--- config.mk ---
export PLATFORM = sky130hd
export DESIGN_NAME = periodic_timer_table_core
export DESIGN_NICKNAME = d
export VERILOG_FILES = /design/src/design/ptt_pkg.sv /design/src/design/periodic_timer_table_core.sv
export SDC_FILE = /design/constraint.sdc
export NUM_CORES = 2
export LEC_CHECK = 0
export BUFFER_PORTS_ARGS = -buffer_cell sky130_fd_sc_hd__buf_2
export CAP_MARGIN = 30
export CORE_MARGIN = 10
export CORE_UTILIZATION = 40
export CTS_CLUSTER_DIAMETER = 120
export DETAILED_ROUTE_END_ITERATION = 10
export PLACE_DENSITY_LB_ADDON = 0.08
export SYNTH_ARGS = -nofsm -noshare
export SYNTH_HDL_FRONTEND = slang
export SYNTH_SLANG_ARGS = --single-unit
--- constraint.sdc ---
create_clock -name clk -period 8.65 [get_ports clk]
set_input_delay 0.4325 -clock clk [delete_from_list [all_inputs] [get_ports clk]]
set_output_delay 0.4325 -clock clk [all_outputs]
set_load 0.05 [all_outputs]
--- src/design/ptt_pkg.sv ---
// Package for the periodic timer table: command and status codes, field
// widths and the packed layout of one table entry.
// Depends on nothing; imported by periodic_timer_table_core.
package ptt_pkg;

	localparam int KIND_W     = 3;
	localparam int STATUS_W   = 2;
	localparam int ID_W       = 32;
	localparam int US_W       = 32;
	localparam int INTERVAL_W = 15;
	localparam int ELAPSED_W  = 16;

	// Only this many expiries are reported per tick.
	localparam int MAX_RESULTS = 16;
	localparam int FIRED_W     = $clog2(MAX_RESULTS + 1);

	localparam logic [INTERVAL_W-1:0] INTERVAL_MAX = {INTERVAL_W{1'b1}};
	localparam logic [ELAPSED_W-1:0]  ELAPSED_MAX  = {ELAPSED_W{1'b1}};

	localparam logic [KIND_W-1:0] KIND_TICK    = 3'd0;
	localparam logic [KIND_W-1:0] KIND_SET     = 3'd1;
	localparam logic [KIND_W-1:0] KIND_RESET   = 3'd2;
	localparam logic [KIND_W-1:0] KIND_KILL    = 3'd3;
	localparam logic [KIND_W-1:0] KIND_KILLALL = 3'd4;
	localparam logic [KIND_W-1:0] KIND_ENABLE  = 3'd5;

	localparam logic [STATUS_W-1:0] STAT_OK       = 2'd0;
	localparam logic [STATUS_W-1:0] STAT_NOTFOUND = 2'd1;
	localparam logic [STATUS_W-1:0] STAT_ADDED    = 2'd2;
	localparam logic [STATUS_W-1:0] STAT_FULL     = 2'd3;

	typedef struct packed {
		logic [ID_W-1:0]       id;
		logic [INTERVAL_W-1:0] interval;
		logic [ELAPSED_W-1:0]  elapsed;
		logic                  enabled;
	} entry_t;

endpackage

--- src/design/periodic_timer_table_core.sv ---
// Periodic timer table: entry memory, scan and search sequencer, interval
// divider and output register.
// Depends on ptt_pkg.

// Usage:
// Commands enter on the cmd channel (kind, timer_id, interval_us, enable_flag)
// and results leave on the res channel (fired_id, is_expiry, status, last),
// both with valid/ready. The block takes one command at a time; cmd_ready is
// high only while the sequencer is idle, even when a result still waits in
// the output register.
// Sequence: every table entry visited passes a memory read step, then an
// evaluate and write back step; a tick visits every live entry, then a closing
// step, and a search visits each entry up to the match. Appending a new
// entry forms the product of interval_us with the reciprocal of TICK_US
// on one shared 32 x 17 multiplier, low half then high half, and then
// writes. A kill moves every entry behind the removed one down by one place.
// Kill all clears the count and answers directly; kinds 6 and 7 are dropped at once.
// A tick gives one item per fired timer up to MAX_RESULTS, with last on the
// final one, none when nothing fires; kinds 1 to 5 give one item, last set.
// When the receiver stalls, the sequencer waits in place before it loads the
// next result, so no item is ever lost. Reset empties the table at once; the
// entry memory itself is not cleared and needs no clearing pass.
module periodic_timer_table_core #(
	parameter int TABLE_DEPTH = 16,
	parameter int TICK_US     = 200000
) (
	input  logic                           clk,
	input  logic                           arst_n,
	input  logic                           cmd_valid,
	output logic                           cmd_ready,
	input  logic [ptt_pkg::KIND_W-1:0]     kind,
	input  logic signed [ptt_pkg::ID_W-1:0] timer_id,
	input  logic [ptt_pkg::US_W-1:0]       interval_us,
	input  logic                           enable_flag,
	output logic                           res_valid,
	input  logic                           res_ready,
	output logic signed [ptt_pkg::ID_W-1:0] fired_id,
	output logic                           is_expiry,
	output logic [ptt_pkg::STATUS_W-1:0]   status,
	output logic                           last
);
	import ptt_pkg::*;

	localparam int IW = (TABLE_DEPTH > 1) ? $clog2(TABLE_DEPTH) : 1;
	localparam int CW = $clog2(TABLE_DEPTH + 1);
	localparam logic [CW-1:0] DEPTH_C = CW'(TABLE_DEPTH);
	localparam int DL     = $clog2(TICK_US);
	localparam int DS     = US_W + DL;
	localparam int MB_W   = 17;
	localparam int PROD_W = US_W + MB_W;
	localparam int ACC_W  = US_W + 2 * MB_W;
	// Rounded-up reciprocal of the tick length; with this shift the quotient is
	// exact for every 32-bit dividend.
	localparam logic [63:0] RECIP = ((64'd1 << DS) + 64'(TICK_US) - 64'd1) / 64'(TICK_US);
	localparam logic [MB_W-1:0] RECIP_LO = RECIP[MB_W-1:0];
	localparam logic [MB_W-1:0] RECIP_HI = RECIP[2*MB_W-1:MB_W];

	localparam logic [3:0] ST_IDLE = 4'd0;
	localparam logic [3:0] ST_RD   = 4'd1;
	localparam logic [3:0] ST_EV   = 4'd2;
	localparam logic [3:0] ST_TEND = 4'd3;
	localparam logic [3:0] ST_DIV  = 4'd4;
	localparam logic [3:0] ST_APP  = 4'd5;
	localparam logic [3:0] ST_KRD  = 4'd6;
	localparam logic [3:0] ST_KEV  = 4'd7;
	localparam logic [3:0] ST_RESP = 4'd8;

	logic [3:0]          state_q, state_d;
	logic [KIND_W-1:0]   kind_q, kind_d;
	logic [ID_W-1:0]     id_q, id_d;
	logic                en_q, en_d;
	logic [US_W-1:0]     dvd_q, dvd_d;
	logic [ACC_W-1:0]    acc_q, acc_d;
	logic                mul_hi_q, mul_hi_d;
	logic [CW-1:0]       idx_q, idx_d;
	logic [CW-1:0]       count_q, count_d;
	logic [FIRED_W-1:0]  nfired_q, nfired_d;
	logic                pend_valid_q, pend_valid_d;
	logic [ID_W-1:0]     pend_id_q, pend_id_d;
	logic [STATUS_W-1:0] status_q, status_d;

	logic                out_valid_q;
	logic [ID_W-1:0]     out_id_q;
	logic                out_exp_q;
	logic [STATUS_W-1:0] out_status_q;
	logic                out_last_q;

	logic                out_load;
	logic [ID_W-1:0]     ld_id;
	logic                ld_exp;
	logic [STATUS_W-1:0] ld_status;
	logic                ld_last;

	entry_t              tbl_mem_q [TABLE_DEPTH];
	entry_t              rd_data_q;
	logic                mem_we;
	logic [IW-1:0]       mem_waddr;
	logic [IW-1:0]       mem_raddr;
	entry_t              mem_wdata;

	logic                out_free;
	logic                cmd_fire;
	logic [CW-1:0]       idx_inc;
	logic                last_ent;
	logic                fire;
	logic                id_hit;
	logic                report;
	logic [MB_W-1:0]     mul_b;
	logic [PROD_W-1:0]   mul_p;
	logic [ACC_W-1:0]    quo_full;
	logic [INTERVAL_W-1:0] new_interval;

	assign out_free  = !out_valid_q || res_ready;
	assign cmd_ready = (state_q == ST_IDLE);
	assign cmd_fire  = cmd_valid && cmd_ready;
	assign idx_inc   = idx_q + CW'(1);
	assign last_ent  = (idx_inc == count_q);
	assign fire      = rd_data_q.enabled && (rd_data_q.elapsed == {1'b0, rd_data_q.interval});
	assign id_hit    = (rd_data_q.id == id_q);
	assign report    = fire && (nfired_q < FIRED_W'(MAX_RESULTS));

	// The product with the reciprocal is built from its low half, then its high
	// half, on the same multiplier; the quotient is that product shifted down.
	assign mul_b    = mul_hi_q ? RECIP_HI : RECIP_LO;
	assign mul_p    = dvd_q * mul_b;
	assign quo_full = acc_q >> DS;
	assign new_interval = (|quo_full[ACC_W-1:INTERVAL_W]) ? INTERVAL_MAX :
		quo_full[INTERVAL_W-1:0];

	always_comb begin
		state_d      = state_q;
		kind_d       = kind_q;
		id_d         = id_q;
		en_d         = en_q;
		dvd_d        = dvd_q;
		acc_d        = acc_q;
		mul_hi_d     = mul_hi_q;
		idx_d        = idx_q;
		count_d      = count_q;
		nfired_d     = nfired_q;
		pend_valid_d = pend_valid_q;
		pend_id_d    = pend_id_q;
		status_d     = status_q;
		out_load     = 1'b0;
		ld_id        = pend_id_q;
		ld_exp       = 1'b1;
		ld_status    = STAT_OK;
		ld_last      = 1'b0;
		mem_we       = 1'b0;
		mem_waddr    = idx_q[IW-1:0];
		mem_raddr    = idx_q[IW-1:0];
		mem_wdata    = rd_data_q;

		unique case (state_q)
			ST_IDLE: begin
				if (cmd_fire) begin
					kind_d    = kind;
					id_d      = timer_id;
					en_d      = enable_flag;
					dvd_d     = interval_us;
					acc_d     = '0;
					mul_hi_d  = 1'b0;
					idx_d     = '0;
					nfired_d  = '0;
					case (kind) inside
						KIND_TICK: begin
							state_d = (count_q == '0) ? ST_IDLE : ST_RD;
						end
						KIND_SET, KIND_RESET, KIND_KILL, KIND_ENABLE: begin
							if (count_q != '0) begin
								state_d = ST_RD;
							end else if (kind == KIND_SET) begin
								state_d = ST_DIV;
							end else begin
								status_d = STAT_NOTFOUND;
								state_d  = ST_RESP;
							end
						end
						KIND_KILLALL: begin
							status_d = (count_q != '0) ? STAT_OK : STAT_NOTFOUND;
							count_d  = '0;
							state_d  = ST_RESP;
						end
						default: begin
							state_d = ST_IDLE;
						end
					endcase
				end
			end
			ST_RD: begin
				state_d = ST_EV;
			end
			ST_EV: begin
				if (kind_q == KIND_TICK) begin
					// A new expiry pushes the held one out, so wait for room first.
					if (!(report && pend_valid_q && !out_free)) begin
						mem_we = 1'b1;
						if (fire) begin
							mem_wdata.elapsed = '0;
						end else if (rd_data_q.elapsed != ELAPSED_MAX) begin
							mem_wdata.elapsed = rd_data_q.elapsed + ELAPSED_W'(1);
						end
						if (report) begin
							nfired_d     = nfired_q + FIRED_W'(1);
							pend_valid_d = 1'b1;
							pend_id_d    = rd_data_q.id;
							out_load     = pend_valid_q;
						end
						if (last_ent) begin
							state_d = ST_TEND;
						end else begin
							idx_d   = idx_inc;
							state_d = ST_RD;
						end
					end
				end else if (id_hit) begin
					status_d = STAT_OK;
					state_d  = ST_RESP;
					case (kind_q) inside
						KIND_SET, KIND_RESET: begin
							mem_we            = 1'b1;
							mem_wdata.elapsed = '0;
						end
						KIND_ENABLE: begin
							mem_we            = 1'b1;
							mem_wdata.enabled = en_q;
						end
						KIND_KILL: begin
							state_d = ST_KRD;
						end
						default: begin
							state_d = ST_RESP;
						end
					endcase
				end else if (last_ent) begin
					if (kind_q != KIND_SET) begin
						status_d = STAT_NOTFOUND;
						state_d  = ST_RESP;
					end else if (count_q < DEPTH_C) begin
						state_d = ST_DIV;
					end else begin
						status_d = STAT_FULL;
						state_d  = ST_RESP;
					end
				end else begin
					idx_d   = idx_inc;
					state_d = ST_RD;
				end
			end
			ST_TEND: begin
				if (!pend_valid_q) begin
					state_d = ST_IDLE;
				end else if (out_free) begin
					out_load     = 1'b1;
					ld_last      = 1'b1;
					pend_valid_d = 1'b0;
					state_d      = ST_IDLE;
				end
			end
			ST_DIV: begin
				mul_hi_d = 1'b1;
				if (!mul_hi_q) begin
					acc_d = ACC_W'(mul_p);
				end else begin
					acc_d   = acc_q + {mul_p, {MB_W{1'b0}}};
					state_d = ST_APP;
				end
			end
			ST_APP: begin
				mem_we            = 1'b1;
				mem_waddr         = count_q[IW-1:0];
				mem_wdata.id       = id_q;
				mem_wdata.interval = new_interval;
				mem_wdata.elapsed  = '0;
				mem_wdata.enabled  = 1'b1;
				count_d           = count_q + CW'(1);
				status_d          = STAT_ADDED;
				state_d           = ST_RESP;
			end
			ST_KRD: begin
				// Close the gap: move each later entry down by one place.
				if (idx_inc >= count_q) begin
					count_d  = count_q - CW'(1);
					status_d = STAT_OK;
					state_d  = ST_RESP;
				end else begin
					mem_raddr = idx_inc[IW-1:0];
					state_d   = ST_KEV;
				end
			end
			ST_KEV: begin
				mem_we  = 1'b1;
				idx_d   = idx_inc;
				state_d = ST_KRD;
			end
			ST_RESP: begin
				if (out_free) begin
					out_load  = 1'b1;
					ld_id     = '0;
					ld_exp    = 1'b0;
					ld_status = status_q;
					ld_last   = 1'b1;
					state_d   = ST_IDLE;
				end
			end
			default: begin
				state_d = ST_IDLE;
			end
		endcase
	end

	always_ff @(posedge clk or negedge arst_n) begin
		if (!arst_n) begin
			state_q      <= ST_IDLE;
			count_q      <= '0;
			pend_valid_q <= 1'b0;
			out_valid_q  <= 1'b0;
		end else begin
			state_q      <= state_d;
			count_q      <= count_d;
			pend_valid_q <= pend_valid_d;
			if (out_load) begin
				out_valid_q <= 1'b1;
			end else if (res_ready) begin
				out_valid_q <= 1'b0;
			end
		end
	end

	always_ff @(posedge clk) begin
		kind_q    <= kind_d;
		id_q      <= id_d;
		en_q      <= en_d;
		dvd_q     <= dvd_d;
		acc_q     <= acc_d;
		mul_hi_q  <= mul_hi_d;
		idx_q     <= idx_d;
		nfired_q  <= nfired_d;
		pend_id_q <= pend_id_d;
		status_q  <= status_d;
		if (out_load) begin
			out_id_q     <= ld_id;
			out_exp_q    <= ld_exp;
			out_status_q <= ld_status;
			out_last_q   <= ld_last;
		end
	end

	always_ff @(posedge clk) begin
		if (mem_we) begin
			tbl_mem_q[mem_waddr] <= mem_wdata;
		end
		rd_data_q <= tbl_mem_q[mem_raddr];
	end

	assign res_valid = out_valid_q;
	assign fired_id  = out_id_q;
	assign is_expiry = out_exp_q;
	assign status    = out_status_q;
	assign last      = out_last_q;

	a_count_bound: assert property (@(posedge clk) disable iff (!arst_n)
		count_q <= DEPTH_C)
		else $error("entry count exceeds table depth");

	a_write_live: assert property (@(posedge clk) disable iff (!arst_n)
		mem_we |-> (CW'(mem_waddr) <= count_q))
		else $error("table write beyond the live entries");

	a_fired_bound: assert property (@(posedge clk) disable iff (!arst_n)
		(state_q == ST_EV && kind_q == KIND_TICK) |-> (nfired_q <= FIRED_W'(MAX_RESULTS)))
		else $error("more expiries reported than allowed");

	a_idle_no_pend: assert property (@(posedge clk) disable iff (!arst_n)
		(state_q == ST_IDLE) |-> !pend_valid_q)
		else $error("held expiry left behind at end of tick");

	a_one_at_a_time: assert property (@(posedge clk) disable iff (!arst_n)
		(cmd_fire && kind != KIND_TICK && kind <= KIND_ENABLE) |=> !cmd_ready)
		else $error("command taken while another is in progress");

endmodule

==> out/qor.csv <==
metric;value;unit
port_buffers;109;
finalClockSkew;50.88;ps
cell_count_after_synthesis;4609;
via_per_inst;5.308;
fin_crit;8276;ps
path_clk_slew;60;ps
drc;0;
ctsHtreeMaxLevel;4;
design_area;0.07757;sq mm
detail_route.first_pass.iterations;8;
cp_data_arrival_time;8760;ps
grt_first_pass_wirelength;270200;um
async_sr_flop_fraction;0.008481;
finalSetupViolations;0;
worst_margin_pin_slew;1100;ps
antenna-diode-count;0;
cp.required;9130;ps
clkLatencyLatePin;770;ps
placement.cell_area;0.07183;sq mm
path_common_cell;sky130_fd_sc_hd__fa_1;
critical_path.max_fanout;11;
grt_antenna_before_repair;1;
crit_path_start_kind;flop;
final_min_period_over_clock_period;0.9567;
ys_seq_elements;1297;
critical_path.slowest_cell;sky130_fd_sc_hd__fa_1;
hpwl_after_dpl;116300;um
core.rowCount;149;
critical_path_class;reg2reg;
cts_sinks;1297;
cts-buffers-inserted;145;
layout-area-overhead-vs-synth;16.42;%
f_max;120.8;MHz
tritoncts;yes;
setup.worst_path.end_class;flop;
max-cap-violations;0;
max-clock-path-buffers;3;
globalplace.congestion;0.8620;
synth_edf_count;1222;
grt_overflow;0;
synth_cell_types;73;
grt_pass1_vias;41227;
synth_seq_area_share;0.5741;
timing_hold_violations_final;0;
status;finished, final reports clean;
timing.hold.worst.class;in2reg;
yosys-top-cells-area;sky130_fd_sc_hd__edfxtp_1, sky130_fd_sc_hd__fa_1, sky130_fd_sc_hd__mux4_2;
postRouteAntennaNets;0;
initial_utilization;0.4030;
die_width;428.1;um
critPathMaxStageDelay;570;ps
synth_top_area_frac;0.5507;
clock-root-buffer;sky130_fd_sc_hd__clkbuf_16;
first_iter_violations;2596;
synth_flop_cell;sky130_fd_sc_hd__edfxtp_1;
post_synth_instance_area;0.06663;sq mm
drive_above_1_share;0.1893;
core_area;0.1654;sq mm
grt_util_all_layers;0.1947;
dieHeight;428.1;um
routed_len_inst;24.60;um
synth_top_area_cell;sky130_fd_sc_hd__edfxtp_1;
grt_start_max_net_pins;142;
final_max_slew_viol_count;0;
synth-warning-count;0;
via_count;38905;
route.final.wire_length;180300;um
avgSynthCellArea;14.46;sq um
top_level_ports;110;
worst_slew_margin_rel;0.2669;
dieArea;0.1833;sq mm
fillerInstances;14597;
total_number_of_nets_in_the_final_design;5708;
-- path summary, 6_finish.rpt --
check | from | end | slack (ps) | cells after the start
max | mul_hi_q | acc_q[63] | 370 | 34
min | res_ready | last | 80 | 3
max reg2reg | mul_hi_q | acc_q[63] | 370 | 34
min reg2reg | rd_data_q[34] | pend_id_q[2] | 470 | 0
max in group asynchronous | arst_n | state_q[2] | 8320 | 2
min in group asynchronous | arst_n | state_q[3] | 100 | 2
-- state kept, by name, summed over array words and instances (netlist names), 3 cells and up --
register and cells:
dvd_q 32, fired_id 32, pend_id_q 32, rd_data_q 64
idx_q 5, state_q 4, tbl_mem_q 1024, count_q 5
id_q 32, acc_q 49, kind_q 3, nfired_q 5
-- synthesized netlist by cell type, drive strengths merged, types with 13 or more instances --
master and instances:
nor2 133, a31oi 92, o21bai 21, nor2b 84
nand2 465, nand2b 13, a211oi 86, dfxtp 64
o21ai 105, mux2i 13, nand3 39, fa 322
nor3 19, xnor2 72, clkbuf 168, edfxtp 1222
inv 545, xor2 90, and3 18, nand4 34
nor4 18, and2 58, buf 51, a21o 53
ha 292, mux4 256, a21oi 127
-- per-layer routing --
metal | track usage | wire, um
met2 | 0.3487 | 94180
met5 | 0 | 0
met1 | 0.2496 | 75570
met3 | 0.02321 | 6662
met4 | 0.05071 | 3927
-- cells by family (layout without fill, tap and decap cells) --
| logic type | Yosys count | in the layout | share of synthesized area |
|---|---|---|---|
| mux | 271 | 271 | 0.08882 |
| fa+ha+maj | 614 | 614 | 0.1516 |
| other cells | 2 | 3 | 0.0001127 |
| flops | 1297 | 1297 | 0.5741 |
| compound gates | 574 | 574 | 0.05569 |
| xor+xnor | 162 | 162 | 0.02129 |
| simple gates | 925 | 925 | 0.06392 |
| buf+inv | 764 | 1295 | 0.04454 |
-- cell usage in the layout, fill, tap and decap left out, types with 13 or more instances in the layout --
cell	synthesis	routed
sky130_fd_sc_hd__nor3_1	19	19
sky130_fd_sc_hd__ha_1	292	288
sky130_fd_sc_hd__clkbuf_1	168	49
sky130_fd_sc_hd__a21o_1	53	53
sky130_fd_sc_hd__nand2b_1	13	13
sky130_fd_sc_hd__mux4_2	256	256
sky130_fd_sc_hd__xnor2_1	72	65
sky130_fd_sc_hd__nor2_4	0	19
sky130_fd_sc_hd__a21oi_1	127	117
sky130_fd_sc_hd__nand4_1	34	34
sky130_fd_sc_hd__a31oi_1	92	91
sky130_fd_sc_hd__clkbuf_16	0	149
sky130_fd_sc_hd__nor2_1	133	110
sky130_fd_sc_hd__clkinv_1	0	19
sky130_fd_sc_hd__nand2_1	465	455
sky130_fd_sc_hd__dlygate4sd3_1	0	69
sky130_fd_sc_hd__nor4_1	18	16
sky130_fd_sc_hd__buf_2	26	109
sky130_fd_sc_hd__dfxtp_1	64	64
sky130_fd_sc_hd__clkinv_2	0	18
sky130_fd_sc_hd__xor2_1	90	87
sky130_fd_sc_hd__and2_1	58	58
sky130_fd_sc_hd__nor2b_1	84	83
sky130_fd_sc_hd__nand3_1	39	38
sky130_fd_sc_hd__o21bai_1	21	21
sky130_fd_sc_hd__o21ai_0	102	94
sky130_fd_sc_hd__inv_1	545	537
sky130_fd_sc_hd__buf_12	0	25
sky130_fd_sc_hd__a211oi_1	86	84
sky130_fd_sc_hd__and3_1	18	18
sky130_fd_sc_hd__edfxtp_1	1222	1222
sky130_fd_sc_hd__fa_1	322	322
sky130_fd_sc_hd__buf_4	10	273
-- cell type report --
cell class	instances	area, sq um	share of cell area
clock buffers	208	4039	0.05206
clock inverters	58	616.8	0.007952
inverters	545	2053	0.02647
multi-input cells	2549	25900	0.3339
flip-flops and latches	1297	38250	0.4931
well taps	2189	2739	0.03531
repair buffers	484	3975	0.05124
-- critical path, delay by kind of cell, from the launching register on --
kind	cells	cell delay (ps)
flip-flops	1	390
XOR/XNOR	1	300
AND/OR/NAND/NOR	4	530
AO/OA/AOI/OAI	13	2130
adder cells (fa/ha/maj)	8	3620
buffers and inverters	8	1060
-- per-stage QoR --
step / instances / setup slack [ps] / util / hold WS (ps) / TNS, ps
6_report: 7330 / 374.5 / 0.4691 / 79.47 / 0
5_1_grt: 7330 / -65.16 / 0.4691 / 97.57 / -90.94
4_1_cts: 7318 / 17.22 / 0.4668 / 25.40 / 0
3_5_place_dp: 6981 / -249.0 / 0.4344 / 333.8 / -810.9
3_3_place_gp: 6968 / -268.6 / 0.4330 / 332.3 / -902.2
2_1_floorplan: 4610 / 79.41 / - / 136.9 / 0
-- what timing repair did --
action / 4_1_cts / 5_1_grt
resized for setup: 1 / 72
endpoints found under the hold margin: 79 / 0
pin swaps: 0 / 13
cloned: 0 / 1
hold buffers: 69 / 0
buffers inserted: 2 / 8
setup endpoints to repair: 11 / 16
Power is not shown: default switching activity piles up to over one toggle a cycle in this logic, so the estimate is an artifact.
